$ cat config.mk
export PLATFORM = sky130hd
export DESIGN_NAME = fwd_ram
export DESIGN_NICKNAME = d
export VERILOG_FILES = /design/src/rtl/fwd_ram.sv
export SDC_FILE = /design/constraint.sdc
export NUM_CORES = 1
export LEC_CHECK = 0
export ABC_AREA = 1
export BUFFER_PORTS_ARGS = -buffer_cell sky130_fd_sc_hd__clkbuf_2
export CAP_MARGIN = 0
export CORE_MARGIN = 5
export CORE_UTILIZATION = 35
export CTS_CLUSTER_DIAMETER = 40
export DETAILED_ROUTE_END_ITERATION = 6
export SYNTH_ARGS = -nofsm -noshare
export SYNTH_HDL_FRONTEND = slang
export SYNTH_SLANG_ARGS = --single-unit
$ cat constraint.sdc
create_clock -name clk -period 1.1 [get_ports clk]
set_input_delay 0.11 -clock clk [delete_from_list [all_inputs] [get_ports clk]]
set_output_delay 0.11 -clock clk [all_outputs]
set_load 0.01 [all_outputs]
$ cat src/rtl/fwd_ram.sv
// Generic single-write, single-read RAM with registered read data.
module fwd_ram #(
  parameter int WIDTH = 8,
  parameter int DEPTH = 16
) (
  input  logic                     clk,
  input  logic                     we,
  input  logic [$clog2(DEPTH)-1:0] waddr,
  input  logic [WIDTH-1:0]         wdata,
  input  logic [$clog2(DEPTH)-1:0] raddr,
  output logic [WIDTH-1:0]         rdata
);

  logic [WIDTH-1:0] mem [DEPTH];

  always_ff @(posedge clk) begin
    if (we) begin
      mem[waddr] <= wdata;
    end
    rdata <= mem[raddr];
  end

endmodule

# ---- Yosys cells after proc, flatten, opt, wreduce, memory -nomap -nowiden
# Memory sizes are Yosys's and may differ from the RTL's. A register that Yosys moved wholly into a read port is not among the register bits.
# Cells that the tools add are included.
dict set report word_totals {
  memories 1
  elab_cells 3
  latch_bits 0
  ff_bits 0
  output_inout_bits 8
  ramBits 128
  rom_bits 0
}
# name words word_bits read_ports rd_clocked_by_memory_dff wr line_no
set memory_table {}
lappend memory_table {mem 16 8 1 1 1 14} ;# logic [WIDTH-1:0] mem [DEPTH];
dict set report classes {
  n_bitwise 0
  n_shift 0
  multipliers 0
  magnitude_cmp 0
  add_sub_neg 0
  eq_ne 0
  div_mod_pow 0
  muxes 2
  reduce_logical 0
}
# cell n
set ops {}
lappend ops {{1-bit 2-to-1 mux} 2}

# ---- Logic depth before layout (Yosys ltp)
dict set report depth {
  ltp_word 2
  depth_mapped 8
  ltp_nobuf 7
}

# ---- Worst setup path before layout
# Ideal clock, no wire load.
dict set report synth_timing {
  path_type {input port to flip-flop}
  from {input waddr[3]}
  to {memory mem[4][0] (enable)}
  t_arrival_ns 0.691
  required_time_ns 0.730
  slack_ns 0.039
  n_path_buf 0
  setup_ns 0.370
  cell_stages 2
  path_cell_list {nand3b_1 > nor2_1}
}
# item line_no
set synth_rtl {}
lappend synth_rtl {{start, declared} 8} ;# input logic [$clog2(DEPTH)-1:0] waddr,
lappend synth_rtl {{end, declared} 14}
# No word-level cell before the write port.

# ---- Worst setup path after layout
dict set report layout_timing {
  from {register rdata[3], read port of mem}
  to {output rdata[3]}
}
# item line_no
set layout_rtl {}
lappend layout_rtl {{start, declared} 11} ;# output logic [WIDTH-1:0] rdata
# No word-level cell between the ends.

==> impl_metrics.py <==
metrics = {
    "clocking": {
        "post_cts_buffers": 0,
        "htreeDepth": 4,
        "clkTransAtPathRegs_ns": 0.06,
        "root_buffer": "clkbuf_16",
        "ctsResizeCount": 0,
        "postCtsHoldBufs": 0,
        "clock_latency_ns": 0.41,
        "cts_tree": "built",
        "clock-sinks": 136,
        "clockBufferDepth": 2,
        "cts_inserted_buffers": 17,
    },
    "sta": {
        "rsz0062_at_grt": "no",
        "setup_viol": 0,
        "relSlewSlack": 0.761,
        "hold_viol_final": 0,
        "layout_setup_ws_ns": 0.103,
        "fin_setup_tns_ns": 0,
        "drv_slew": 0,
        "finalCritPeriodShare": 0.907,
        "fmax_mhz": 1000,
        "worst_pin_slew_ns": 0.359,
        "fin_crit_ns": 0.997,
        "fin_skew_ns": 0.00550,
    },
    "power_and_ir_drop": {
        "internal-power_w": 0.00938,
        "p_sw_w": 0.00246,
        "ir_drop_mv": 1.21,
        "seqPwrFrac": 0.492,
        "power_w": 0.0118,
        "swShare": 0.208,
        "power_frac_comb": 0.062,
        "clkPwrFrac": 0.445,
        "power_density_nw_per_um2": 1730,
        "p_leak_nw": 2.96,
    },
    "placement": {
        "portBuffers": 25,
        "dp_slack_ns": -0.0468,
        "dp.cells": 798,
        "place_area_um2": 6280,
        "dp_hpwl_mm": 7.77,
        "place.gp.congestion": 0.768,
    },
    "logic_synthesis": {
        "synth.most_common_cell": "nand2_1",
        "syn-num-nets": 569,
        "ys_seq_area_frac": 0.694,
        "synth_top_area_cell": "edfxtp_1",
        "async_reset_ff_frac": 0,
        "netlist-cell-type-count": 12,
        "syn_area_per_cell_um2": 10.5,
        "netlist_instances": 551,
        "synth_warnings": 0,
        "synth_edf_count": 128,
        "synth_flop_cell": "edfxtp_1",
        "ys_top_cells_by_area": "edfxtp_1, nand2_1, nand3_1",
        "syn_area_um2": 5770,
        "yosys_register_bits": 136,
        "synth_commonest_cells": "nand2_1, edfxtp_1, inv_1",
        "synth_top_cell_area_share": 0.667,
    },
    "detailed_routing": {
        "ant_nets": 0,
        "drt-total-wl_mm": 12.5,
        "dr_total_vias": 3759,
        "wl_per_cell_um": 15.0,
        "via_per_inst": 4.53,
        "drt-initial-drc-count": 252,
        "drt_first_pass_iters": 5,
        "drc": 0,
    },
    "critical_path": {
        "cp_max_fo": 1,
        "r2r_slack_ns": 0.14,
        "crit_chain": "clkbuf_2",
        "critPathBufInv": 1,
        "critPathLaunch": "rdata[3]",
        "worstPathArrival_ns": 0.89,
        "rr_startpoint": "mem[7][4]",
        "startpoint_type": "register",
        "cp-end-kind": "output pin",
        "cp_slowest_cell": "dfxtp_1",
        "crit_type": "register to output pin",
        "cp.required_ns": 0.99,
        "crit_family": "flip-flops",
        "slowest_delay_ns": 0.33,
    },
    "floorplan": {
        "die_w_um": 138,
        "die-area_um2": 19100,
        "die_h_um": 138,
        "io_pins": 26,
        "row_count": 47,
        "start_util": 0.353,
        "core_area_um2": 16300,
    },
    "grt": {
        "grt_usage": 0.135,
        "grt-ovfl-total": 0,
        "grt_start_max_net_pins": 65,
        "antenna_found_initial": 0,
        "grt_pass1_vias": 3747,
        "grt_pass1_wl_mm": 20.0,
    },
    "cells_and_area": {
        "drive_above_1_share": 0.128,
        "syn_to_final_growth_pct": 18.5,
        "stdcell_count": 830,
        "layout.nets": 615,
        "fin_area_um2": 6840,
        "nFillCells": 1593,
        "insertedDiodeCount": 0,
    },
    "worst_hold_path": {
        "min_from": "wdata[3]",
        "hold_path.class": "primary input to register",
    },
    "status": {
        "outcome": "complete, no violations",
    },
    "run": {
        "drv_cap": 0,
    },
}
## state kept, by name, indices dropped and copies added (netlist names)
name,flops
mem,128
rdata,8
## worst paths after layout
path | to | depth (start not counted)
max | rdata[3] | 1
min | mem[14][3] | 1
max reg2reg | rdata[4] | 6
min reg2reg | rdata[0] | 6
## metrics by stage
step,util,hold slack (ns)
final,0.418,0.123
after CTS,0.418,0.115
after detailed placement,0.384,0.505
after floorplan,-,0.209
after global routing,0.418,0.139
after global placement,0.384,0.508
## layout by cell type, fill, tap and decap left out
| master | count |
|---|---|
| dfxtp_1 | 8 |
| nor2_1 | 17 |
| buf_4 | 19 |
| buf_12 | 7 |
| nand3b_1 | 2 |
| nand2_1 | 173 |
| clkbuf_2 | 25 |
| inv_1 | 100 |
| clkbuf_1 | 7 |
| nand3_1 | 97 |
| bufinv_16 | 1 |
| inv_2 | 2 |
| edfxtp_1 | 128 |
| clkbuf_16 | 17 |
| clkinv_2 | 3 |
| clkbuf_8 | 4 |
## layer usage
metal,track usage,wire [um],up-vias
met4,0.0660,284,0
met3,0.0338,530,28
met5,0,0,-
li1,-,-,1862
met2,0.217,6030,98
met1,0.171,5620,1771
## kinds of logic after synthesis
logic type,after synthesis,synth area share
buf+inv,126,0.0952
flops,136,0.694
simple gates,289,0.210
## power groups by stage
stage               clock network, W  logic, W  registers (W)
floorplan                          0  0.000409        0.00595
global placement                   0  0.000729        0.00594
detailed placement                 0  0.000741        0.00594
CTS                          0.00534  0.000745        0.00583
global route                 0.00559  0.000823        0.00584
finish                       0.00527  0.000736        0.00583
## worst reg2reg max path, cell delays in order, from the launching register on
cell and delay [ns]:
edfxtp_1 0.36, inv_1 0.06, nand2_1 0.05, nand3_1 0.10
nand3_1 0.07, nand3_1 0.14, nand2_1 0.08
## final cells by class
type | count | area, um^2 | share of cell area
flip-flops and latches | 136 | 4000 | 0.586
clock inverters | 4 | 45.0 | 0.00659
inverters | 102 | 383 | 0.0560
repair buffers | 51 | 408 | 0.0597
multi-input cells | 289 | 1210 | 0.178
clock buffers | 28 | 507 | 0.0741
well taps | 220 | 275 | 0.0403
Note: power is estimated with default switching activity, not from simulation.
