[config.mk]
export PLATFORM = sky130hd
export DESIGN_NAME = fwd_div
export DESIGN_NICKNAME = d
export VERILOG_FILES = /design/src/rtl/fwd_pkg.sv /design/src/rtl/fwd_div.sv
export SDC_FILE = /design/constraint.sdc
export NUM_CORES = 1
export LEC_CHECK = 0
export ABC_AREA = 1
export BUFFER_PORTS_ARGS = -buffer_cell sky130_fd_sc_hd__buf_2
export CORE_MARGIN = 2
export CORE_UTILIZATION = 45
export CTS_BUF_LIST = sky130_fd_sc_hd__clkbuf_8 sky130_fd_sc_hd__clkbuf_16
export CTS_CLUSTER_DIAMETER = 60
export CTS_CLUSTER_SIZE = 20
export DETAILED_ROUTE_END_ITERATION = 10
export PLACE_DENSITY_LB_ADDON = 0.05
export SLEW_MARGIN = 20
export SYNTH_ARGS = -nofsm -noshare
export SYNTH_HDL_FRONTEND = slang
export SYNTH_SLANG_ARGS = --single-unit
[constraint.sdc]
create_clock -name clk -period 1.95 [get_ports clk]
set_input_delay 0.195 -clock clk [delete_from_list [all_inputs] [get_ports clk]]
set_output_delay 0.195 -clock clk [all_outputs]
set_load 0.05 [all_outputs]
[src/rtl/fwd_pkg.sv]
// Shared types and constants of the frame window difference block.
package fwd_pkg;

  localparam int MAX_WIDTH_D  = 1024;
  localparam int MAX_HEIGHT_D = 1024;
  localparam int MAX_HALF_D   = 7;
  localparam int FRAC_BITS_D  = 8;

  localparam int PIX_W      = 8;
  localparam int DIFF_W     = 11;
  localparam int DIFF_MAX   = 3 * 255;
  localparam int TOTAL_W    = 38;
  localparam int DIM_CFG_W  = 11;
  localparam int SIDE_CFG_W = 4;
  localparam int CFG_IDX_W  = 2;
  localparam int CFG_DATA_W = 11;

  localparam logic [DIM_CFG_W-1:0]  WIDTH_RST  = 11'd640;
  localparam logic [DIM_CFG_W-1:0]  HEIGHT_RST = 11'd480;
  localparam logic [SIDE_CFG_W-1:0] SIDE_RST   = 4'd5;

  typedef enum logic [CFG_IDX_W-1:0] {
    CFG_FRAME_WIDTH  = 2'd0,
    CFG_FRAME_HEIGHT = 2'd1,
    CFG_WINDOW_SIDE  = 2'd2
  } cfg_idx_t;

  typedef enum logic [3:0] {
    S_IDLE,
    S_TGT,
    S_COL_RD,
    S_COL_WAIT,
    S_WIN_SET,
    S_WIN_RD,
    S_WIN_WAIT,
    S_DIV,
    S_NEXT,
    S_OUT
  } fwd_state_t;

  typedef struct packed {
    logic start;
    logic done;
  } div_ctl_t;

endpackage

[src/rtl/fwd_div.sv]
// Restoring divider, one quotient bit per cycle.
module fwd_div #(
  parameter int DVD_W = 26,
  parameter int DVS_W = 8
) (
  input  logic                   clk,
  input  logic                   rst_n,
  input  fwd_pkg::div_ctl_t      ctl_in,
  input  logic [DVD_W-1:0]       dividend,
  input  logic [DVS_W-1:0]       divisor,
  output logic                   done,
  output logic [DVD_W-1:0]       quotient
);
  import fwd_pkg::*;

  localparam int CNT_W = $clog2(DVD_W + 1);

  logic             busy_r;
  logic [CNT_W-1:0] cnt_r;
  logic [DVS_W-1:0] rem_r;
  logic [DVS_W-1:0] dvs_r;
  logic [DVD_W-1:0] quo_r;
  logic [DVS_W:0]   trial;
  logic             qbit;
  logic [DVS_W:0]   diff;

  always_comb begin
    trial = {rem_r, quo_r[DVD_W-1]};
    diff  = trial - {1'b0, dvs_r};
    qbit  = (trial >= {1'b0, dvs_r});
  end

  always_ff @(posedge clk) begin
    if (!rst_n) begin
      busy_r <= 1'b0;
      cnt_r  <= '0;
      done   <= 1'b0;
    end else begin
      done <= 1'b0;
      if (ctl_in.start) begin
        busy_r <= 1'b1;
        cnt_r  <= CNT_W'(DVD_W);
      end else if (busy_r) begin
        cnt_r <= cnt_r - 1'b1;
        if (cnt_r == CNT_W'(1)) begin
          busy_r <= 1'b0;
          done   <= 1'b1;
        end
      end
    end
  end

  always_ff @(posedge clk) begin
    if (ctl_in.start) begin
      rem_r <= '0;
      dvs_r <= divisor;
      quo_r <= dividend;
    end else if (busy_r) begin
      rem_r <= qbit ? diff[DVS_W-1:0] : trial[DVS_W-1:0];
      quo_r <= {quo_r[DVD_W-2:0], qbit};
    end
  end

  assign quotient = quo_r;

endmodule

After elaboration in Yosys (flattened, before gate mapping) --
Index checks and enable logic that the tools add are counted.
Storage, ports and cells: register bits 49, output and inout port bits 27, bits of input ports 38
Cells by class: bitwise logic cells 2, add/sub/neg operators 2, multiplexer cells 9, magnitude comparators 1, equal/unequal tests 1, reductions and logical operators 3
Operator list (count):
- 26-bit two-way mux | 2
- 5-bit two-way mux | 2
- 9-bit by 8-bit greater-or-equal comparator with 1-bit output | 1
- 8-bit two-way mux | 1
- 8-bit subtractor | 1
- 5-bit by 1-bit equality test with 1-bit output, second input constant | 1
- 5-bit by 1-bit subtractor with 5-bit output, second input constant | 1
- 1-bit two-way mux | 4
- 3-bit OR reduction | 1
- 1-bit NOT | 2
- 2-bit nonzero test | 1
- 2-bit OR reduction | 1

Depth between registers and ports, before layout --
Gate-level depths: netlist of the first run.
word-level depth 4, depth in mapped cells 13

Worst setup path after synthesis of the first run --
OpenSTA, ideal clock, no wires.
kind reg2reg, from register quo_r[25] (netlist: quotient[25]), to register rem_r[6], stages on the path, launching flop included 12, setup slack -0.005 ns, clock period less this slack 1.955 ns, setup time 0.113 ns, arrival time 1.842 ns, path buffers 0, path through edfxtp_1 inv_1 ha_1 fa_1 inv_1 nand4_1 nand3_1 nand2_1 nand2_1 nand2_1 nand3_1 nand2_1
On the way: longest elaborated chain between the ends 2, elaborated cells between the ends (all ways) 3
RTL lines:
- start: declaration | RTL line fwd_div.sv:22 | logic [DVD_W-1:0] quo_r;
- start signal: assignment | RTL line fwd_div.sv:57 | quo_r <= dividend;
- start signal: assignment | RTL line fwd_div.sv:60 | quo_r <= {quo_r[DVD_W-2:0], qbit};
- 8-bit subtractor / 9-bit by 8-bit greater-or-equal comparator with 1-bit output (equally long branches) | RTL line fwd_div.sv:29, fwd_div.sv:30
- 8-bit two-way mux (*) | RTL line fwd_div.sv:59 | rem_r <= qbit ? diff[DVS_W-1:0] : trial[DVS_W-1:0];
- end signal: assignment | RTL line fwd_div.sv:59
- end: declaration | RTL line fwd_div.sv:20 | logic [DVS_W-1:0] rem_r;
Every way passes the cells marked *; elsewhere a longest branch is shown, timed or not. A chain may end at the register's enable or synchronous reset.

Worst setup path after layout of the first run --
from register dvs_r[6], to register rem_r[3]
On the way: longest elaborated chain between the ends 2
RTL lines:
- start: declaration | RTL line fwd_div.sv:21 | logic [DVS_W-1:0] dvs_r;
- start signal: assignment | RTL line fwd_div.sv:56 | dvs_r <= divisor;
- 9-bit by 8-bit greater-or-equal comparator with 1-bit output | RTL line fwd_div.sv:30 | qbit = (trial >= {1'b0, dvs_r});
- 8-bit two-way mux | RTL line fwd_div.sv:59
No other way between the ends.

==> parameters.txt, run 1 <==
Parameter                              Value

Power
  Maximum VDD drop    469 uV
  Static Leak    1.57 nW
  Pwr dens    799 nW/um^2

Floorplan
  Initial core utilization    46.1%
  Top-level I/O count    65
  Number of cell rows    27
  Die ar.    6180 um^2
  Vertical die dimension    78.6 um
  Die W    78.6 um
  Core ar.    5440 um^2

Timing
  Final Max Tran Viols    0
  Share of the cycle needed by the critical path after routing    90.7%
  Final Hold Violating Endpoints    0
  Skew final    0.00304 ns
  Unrepaired setup endpoints after global routing    false
  Timing-limited maximum frequency    0.565 GHz
  Clock period minus final worst setup slack    1.77 ns
  Least-Margin Pin Slew    0.414 ns
  Worst slew margin relative to its limit    72.3%
  Final setup violation count    0
  Total Neg Setup Slack    0 ns

GRT
  Met3 layer usage reported by global route    5.52%
  Global-route wire length before repair    8500 um
  Aggregate global routing overflow    0
  Largest net degree at the start of global routing    28
  Met1 layer usage reported by global route    24.3%
  Vias in the first global route    1826
  GRT Resource Usage Total    17.5%
  Routing layer with the top usage in global route    met2
  Met2 track demand over resource    26.6%
  Antenna violations before repair    0

Synth
  Mean instance size in the synthesized netlist    8.50 um^2
  Synthesized flop and latch total    49
  Cells taking the most area after synthesis    sky130_fd_sc_hd__edfxtp_1, sky130_fd_sc_hd__nand2_1, sky130_fd_sc_hd__dfxtp_1
  Share of the synthesized area in the top cell type    40.7%
  Synthesis warning total    0
  Number of synthesized flops with an enable pin    34
  Post-synth ARST share    0%
  Largest area contributor in the synthesized netlist    sky130_fd_sc_hd__edfxtp_1
  Combined area of all synthesized cells    2510 um^2
  Flip-flop cell with the highest count after synthesis    sky130_fd_sc_hd__edfxtp_1
  Number of instances in the synthesized netlist    295
  Synth unique cells    29
  Portion of the post-synthesis area used by sequential elements    52.7%
  Total nets after synthesis    344

Setup path
  Cell repeated most along the worst path    sky130_fd_sc_hd__nand2_1
  RR Endpoint    rem_r[3]
  Worst-path cell with the longest stage delay    sky130_fd_sc_hd__edfxtp_1
  Arrival time of the worst setup path    2.01 ns
  Critical Path End Type    flip-flop
  Family with the most delay on the worst path    simple AND/OR/NAND/NOR gates
  Cells along the critical path    inv_1, ha_1, nand2_1, nand2_1, a21oi_1, o21a_1, buf_12, nand2_4, nand2_1, nand3_1, nand2_1
  Worst-path fanout max    8
  Start-to-end type of the worst setup path    reg2reg
  Reg-to-reg startpoint    dvs_r[6]
  Buffering stage count on the worst path with inverters included    2
  Type of origin of the critical path    flip-flop
  Worst Reg2Reg Path Length in Cells    11
  Critical path's largest stage delay    0.34 ns
  WP data required    2.19 ns
  Worst-case register-to-register setup slack    0.18 ns

Final layout
  Inserted Diodes    0
  Most common library cell in the layout ignoring fill and taps    sky130_fd_sc_hd__nand2_1
  Core Util, Final    55.5%
  Top library cells by usage in the layout, fill and taps aside    sky130_fd_sc_hd__nand2_1, sky130_fd_sc_hd__buf_2, sky130_fd_sc_hd__edfxtp_1
  Fraction of layout cells with a size suffix above 1    23.2%
  Net count of the finished layout    414
  Filler cell count    556
  Signed area change from the synthesized netlist to the final layout    20.4%

Clocking
  Clock buffers created by TritonCTS    5
  Number of hold-repair buffers added at the cts stage    0
  Post-CTS setup buffer count    0
  Post-CTS resize count    0
  Worst-case clock buffer depth    2
  Latest clock arrival within the worst-skew pair    0.29 ns
  Clock tree from TritonCTS    yes
  Clock slew seen by the registers of the worst setup and hold paths    0.08 ns
  Clock root cell    sky130_fd_sc_hd__clkbuf_8
  Number of sinks on the clock net    49
  Total number of H-tree levels    2

Status
  Status    complete, no violations

Min path
  Count of cells along the worst hold path    1
  Critical hold path startpoint    divisor[6]
  End of the worst hold path    dvs_r[6]
  Type of the most critical hold path    in2reg

Routing
  Vias post-DR    2031
  DRC violations left    0
  Pre-Repair DR Iteration Count    4
  Routed length per placed instance    11.8 um
  ANT nets after route    0
  Number of DRC violations after detailed-routing iteration 0    108
  Post-DR vias/cell    4.64
  DRT Wirelength    5170 um

Placement
  Global placer's final weighted congestion    0.828
  DPL Wire Length    3830 um
  Port buffer count    63

Job
  Number of maximum-capacitance violations    0
[kinds of logic (layout without fill, tap and decap cells)]
family / after synthesis / in the layout / synth area share, %
AOI/OAI and AO/OA: 9 / 9 / 2.30
xor gates and xnor gates: 4 / 4 / 1.40
adders and majority gates: 11 / 11 / 5.79
buffers and inverters: 41 / 112 / 6.74
DFF: 49 / 49 / 52.7
and+or+nand+nor: 181 / 181 / 31.1
[cells in the mapped netlist (all sizes together), types with 2 or more instances]
cell type and instances:
dfxtp 15, a31oi 3, nand2 134, buf 2, inv 32, ha 10, nor2 14, nand3b 6
nand4 3, xor2 3, or2 3, clkbuf 5, nand3 20, clkinv 2, a21oi 3, edfxtp 34
[registers in the layout, summed over array words and instances, names as in the netlist]
signal	flops
busy_r	1
done	1
cnt_r	5
rem_r	8
quotient	26
dvs_r	8
[final cells by class]
| cell class | count | area (um^2) | area share, % |
|---|---|---|---|
| clock inverters | 3 | 11.3 | 0.373 |
| clock buffers | 5 | 68.8 | 2.28 |
| inverters | 34 | 128 | 4.23 |
| multi-input cells | 205 | 1020 | 33.7 |
| well taps | 72 | 90.1 | 2.99 |
| flip-flops and latches | 49 | 1320 | 43.8 |
| repair buffers | 70 | 380 | 12.6 |
[power by group]
part / internal, mW / total, mW / switching (mW)
sequential: 1.21 / 1.26 / 0.0451
combinational: 0.176 / 0.595 / 0.419
clock: 0.240 / 0.557 / 0.317
total: 1.63 / 2.41 / 0.782
[routing by layer]
metal | routed length [um] | up-vias
li1 | - | 1079
met3 | 326 | 2
met4 | 24 | 0
met1 | 2480 | 895
met2 | 2340 | 55
met5 | 0 | -
[how the worst max path moves through the flow]
stage	startpoint	depth (start not counted)	endpoint
final	dvs_r[6]	11	rem_r[3]
after global routing	dvs_r[3]	11	rem_r[4]
after CTS	dvs_r[6]	11	rem_r[7]
after detailed placement	dvs_r[6]	11	rem_r[3]
after global placement	dvs_r[6]	8	quotient[0]
after floorplan	quotient[25]	11	rem_r[6]
[metrics by stage]
step	hold WS, ns	area [um^2]	power [mW]	instances	setup slack (ns)
floorplan	0.294	2510	1.72	295	0.0203
global placement	0.373	2940	1.88	430	0.190
detailed placement	0.373	2940	1.88	430	0.195
CTS	0.0615	3020	2.44	438	0.179
global route	0.0545	3020	2.56	438	0.0124
finish	0.0742	3020	2.41	438	0.181
[worst register-to-register path, stage by stage, from the launching register on]
cell and delay [ns]:
sky130_fd_sc_hd__edfxtp_1 0.34, sky130_fd_sc_hd__inv_1 0.04, sky130_fd_sc_hd__ha_1 0.33, sky130_fd_sc_hd__nand2_1 0.08, sky130_fd_sc_hd__nand2_1 0.07, sky130_fd_sc_hd__a21oi_1 0.14
sky130_fd_sc_hd__o21a_1 0.26, sky130_fd_sc_hd__buf_12 0.16, sky130_fd_sc_hd__nand2_4 0.08, sky130_fd_sc_hd__nand2_1 0.07, sky130_fd_sc_hd__nand3_1 0.07, sky130_fd_sc_hd__nand2_1 0.07
(Power assumes the default switching activity.)
==> inputs of run 2 (changes only) <==
- CORE_MARGIN: 2 -> unset
- TNS_END_PERCENT: unset -> 5
==> parameters.txt, run 2 (synthesis results as in run 1) <==
Parameter                              Value

Power
  Maximum VDD drop    518 uV (+10%)
  Pwr dens    842 nW/um^2 (+5.4%)
  Static Leak    1.56 nW (-0.23%)

Timing
  Final worst slack    0.207 ns (+0.0256 ns)
  Final setup violation count    0 (unchanged)
  Clock period minus final worst setup slack    1.74 ns (-0.0256 ns)
  Timing-limited maximum frequency    0.574 GHz (+1.5%)
  Final Hold Violating Endpoints    0 (unchanged)
  Share of the cycle needed by the critical path after routing    89.4% (-1.3 points)
  Least-Margin Pin Slew    0.386 ns (-0.0288 ns)
  Worst slew margin relative to its limit    74.3% (+1.9 points)
  Total Neg Setup Slack    0 ns (unchanged)
  Final Max Tran Viols    0 (unchanged)
  Unrepaired setup endpoints after global routing    false
  Skew final    0.00923 ns (+0.00619 ns)

Clocking
  Number of sinks on the clock net    49 (unchanged)
  Clock tree from TritonCTS    yes
  Number of hold-repair buffers added at the cts stage    0 (unchanged)
  Total number of H-tree levels    2 (unchanged)
  Latest clock arrival within the worst-skew pair    0.30 ns (about the same)
  Clock slew seen by the registers of the worst setup and hold paths    0.09 ns (about the same)
  Clock root cell    sky130_fd_sc_hd__clkbuf_8
  Post-CTS setup buffer count    0 (unchanged)
  Clock buffers created by TritonCTS    5 (unchanged)
  Worst-case clock buffer depth    2 (unchanged)
  Post-CTS resize count    0 (unchanged)

Setup path
  Arrival time of the worst setup path    1.94 ns (-0.07 ns)
  Worst Reg2Reg Path Length in Cells    11 (unchanged)
  Start-to-end type of the worst setup path    reg2reg
  Critical Path End Type    flip-flop
  WP data required    2.15 ns (-0.04 ns)
  Type of origin of the critical path    flip-flop
  Worst-path fanout max    10 (+2)

Placement
  Global placer's final weighted congestion    0.751 (-9.3%)
  DPL Wire Length    3760 um (-1.8%)
  Dpl ws    0.215 ns (+0.0203 ns)
  Port buffer count    63 (unchanged)
  Placement Cell Area    2920 um^2 (-0.77%)

Routing
  DRT Wirelength    5130 um (-0.91%)
  Post-DR vias/cell    4.67 (+0.79%)
  Routed length per placed instance    11.8 um (-0.23%)
  Vias post-DR    2033 (+0.098%)
  DRC violations left    0 (unchanged)
  Number of DRC violations after detailed-routing iteration 0    85 (-21%)
  Pre-Repair DR Iteration Count    4 (unchanged)
  ANT nets after route    0 (unchanged)

Floorplan
  Number of cell rows    26 (-3.7%)
  Vertical die dimension    76.6 um (-2.5%)
  Die W    76.6 um (-2.5%)
  Core ar.    5240 um^2 (-3.7%)
  Initial core utilization    47.8% (+1.8 points)
  Die ar.    5870 um^2 (-5.0%)
  Top-level I/O count    65 (unchanged)

GRT
  Aggregate global routing overflow    0 (unchanged)
  Largest net degree at the start of global routing    28 (unchanged)
  Global-route wire length before repair    8930 um (+5.0%)
  Antenna violations before repair    0 (unchanged)
  Vias in the first global route    1988 (+8.9%)
  GRT Resource Usage Total    19.2% (+1.8 points)

Status
  Status    complete, no violations

Final layout
  Signed area change from the synthesized netlist to the final layout    20.9%
  Top library cells by usage in the layout, fill and taps aside    sky130_fd_sc_hd__nand2_1, sky130_fd_sc_hd__buf_2, sky130_fd_sc_hd__edfxtp_1
  Fraction of layout cells with a size suffix above 1    23.8% (+0.61 points)
  Most common library cell in the layout ignoring fill and taps    sky130_fd_sc_hd__nand2_1
  Net count of the finished layout    413 (-0.24%)
  Number of flip-flops under the largest register name    26 (unchanged)
  Inserted Diodes    0 (unchanged)
  Non-Filler Cell Area, Final    3030 um^2 (+0.37%)

Job
  Number of maximum-capacitance violations    0 (unchanged)

Min path
  Count of cells along the worst hold path    1 (unchanged)
  Type of the most critical hold path    in2reg
run 2: changes by cell type in the layout (fill, tap and decap cells not counted):
| cell | change |
|---|---|
| sky130_fd_sc_hd__inv_4 | +1 |
| sky130_fd_sc_hd__clkbuf_8 | +1 |
| sky130_fd_sc_hd__buf_12 | -1 |
| sky130_fd_sc_hd__clkbuf_16 | +1 |
| sky130_fd_sc_hd__inv_1 | -3 |
run 2: layout make-up:
| cell class | count | area [um^2] |
|---|---|---|
| multi-input combinational | 205 | 1020 |
| inverter | 34 | 128 |
| timing repair buffer | 69 | 360 |
| clock buffer | 7 | 108 |
| sequential | 49 | 1320 |
| tap | 70 | 87.6 |
| fill | 500 | 2210 |
| clock inverter | 1 | 6.26 |
run 2: worst paths after layout:
kind                            startpoint        to  slack [ns]
worst min-delay path            divisor[7]  dvs_r[7]        0.06
worst max register to register    dvs_r[3]  rem_r[3]        0.21
worst max-delay path              dvs_r[3]  rem_r[3]        0.21
worst min register to register    rem_r[3]  rem_r[3]        0.47
run 2: worst max-delay path, stage by stage (launching register included):
cell,delay [ns]
sky130_fd_sc_hd__edfxtp_1,0.33
sky130_fd_sc_hd__inv_1,0.04
sky130_fd_sc_hd__ha_1,0.40
sky130_fd_sc_hd__nand2_2,0.10
sky130_fd_sc_hd__nor2_1,0.11
sky130_fd_sc_hd__nand2_1,0.09
sky130_fd_sc_hd__nand3_2,0.09
sky130_fd_sc_hd__nand3_4,0.16
sky130_fd_sc_hd__nand2_4,0.15
sky130_fd_sc_hd__nand2_1,0.06
sky130_fd_sc_hd__nand3_1,0.08
sky130_fd_sc_hd__nand2_1,0.05
run 2: report_power, final:
group / switching (mW) / internal, mW / leakage [nW] / total, mW
Sequential: 0.0458 / 1.21 / 0.468 / 1.26
Combinational: 0.417 / 0.171 / 1.04 / 0.588
Clock: 0.337 / 0.367 / 0.0599 / 0.703
run 2: routing by layer:
layer	routed length (um)	vias to the layer above	global-route usage (%)
met5	0	-	0
met3	291	6	5.27
li1	-	1073	-
met2	2330	57	31.1
met1	2440	897	25.1
met4	63	0	5.77
run 2: metrics by stage:
stage | total power, mW | cells | hold slack, ns | utilization, %
2_1_floorplan | 1.72 | 295 | 0.294 | -
3_3_place_gp | 1.87 | 427 | 0.373 | 55.7
3_5_place_dp | 1.87 | 427 | 0.374 | 55.7
4_1_cts | 2.58 | 435 | 0.0536 | 57.8
5_1_grt | 2.68 | 435 | 0.0396 | 57.8
6_report | 2.55 | 435 | 0.0634 | 57.8
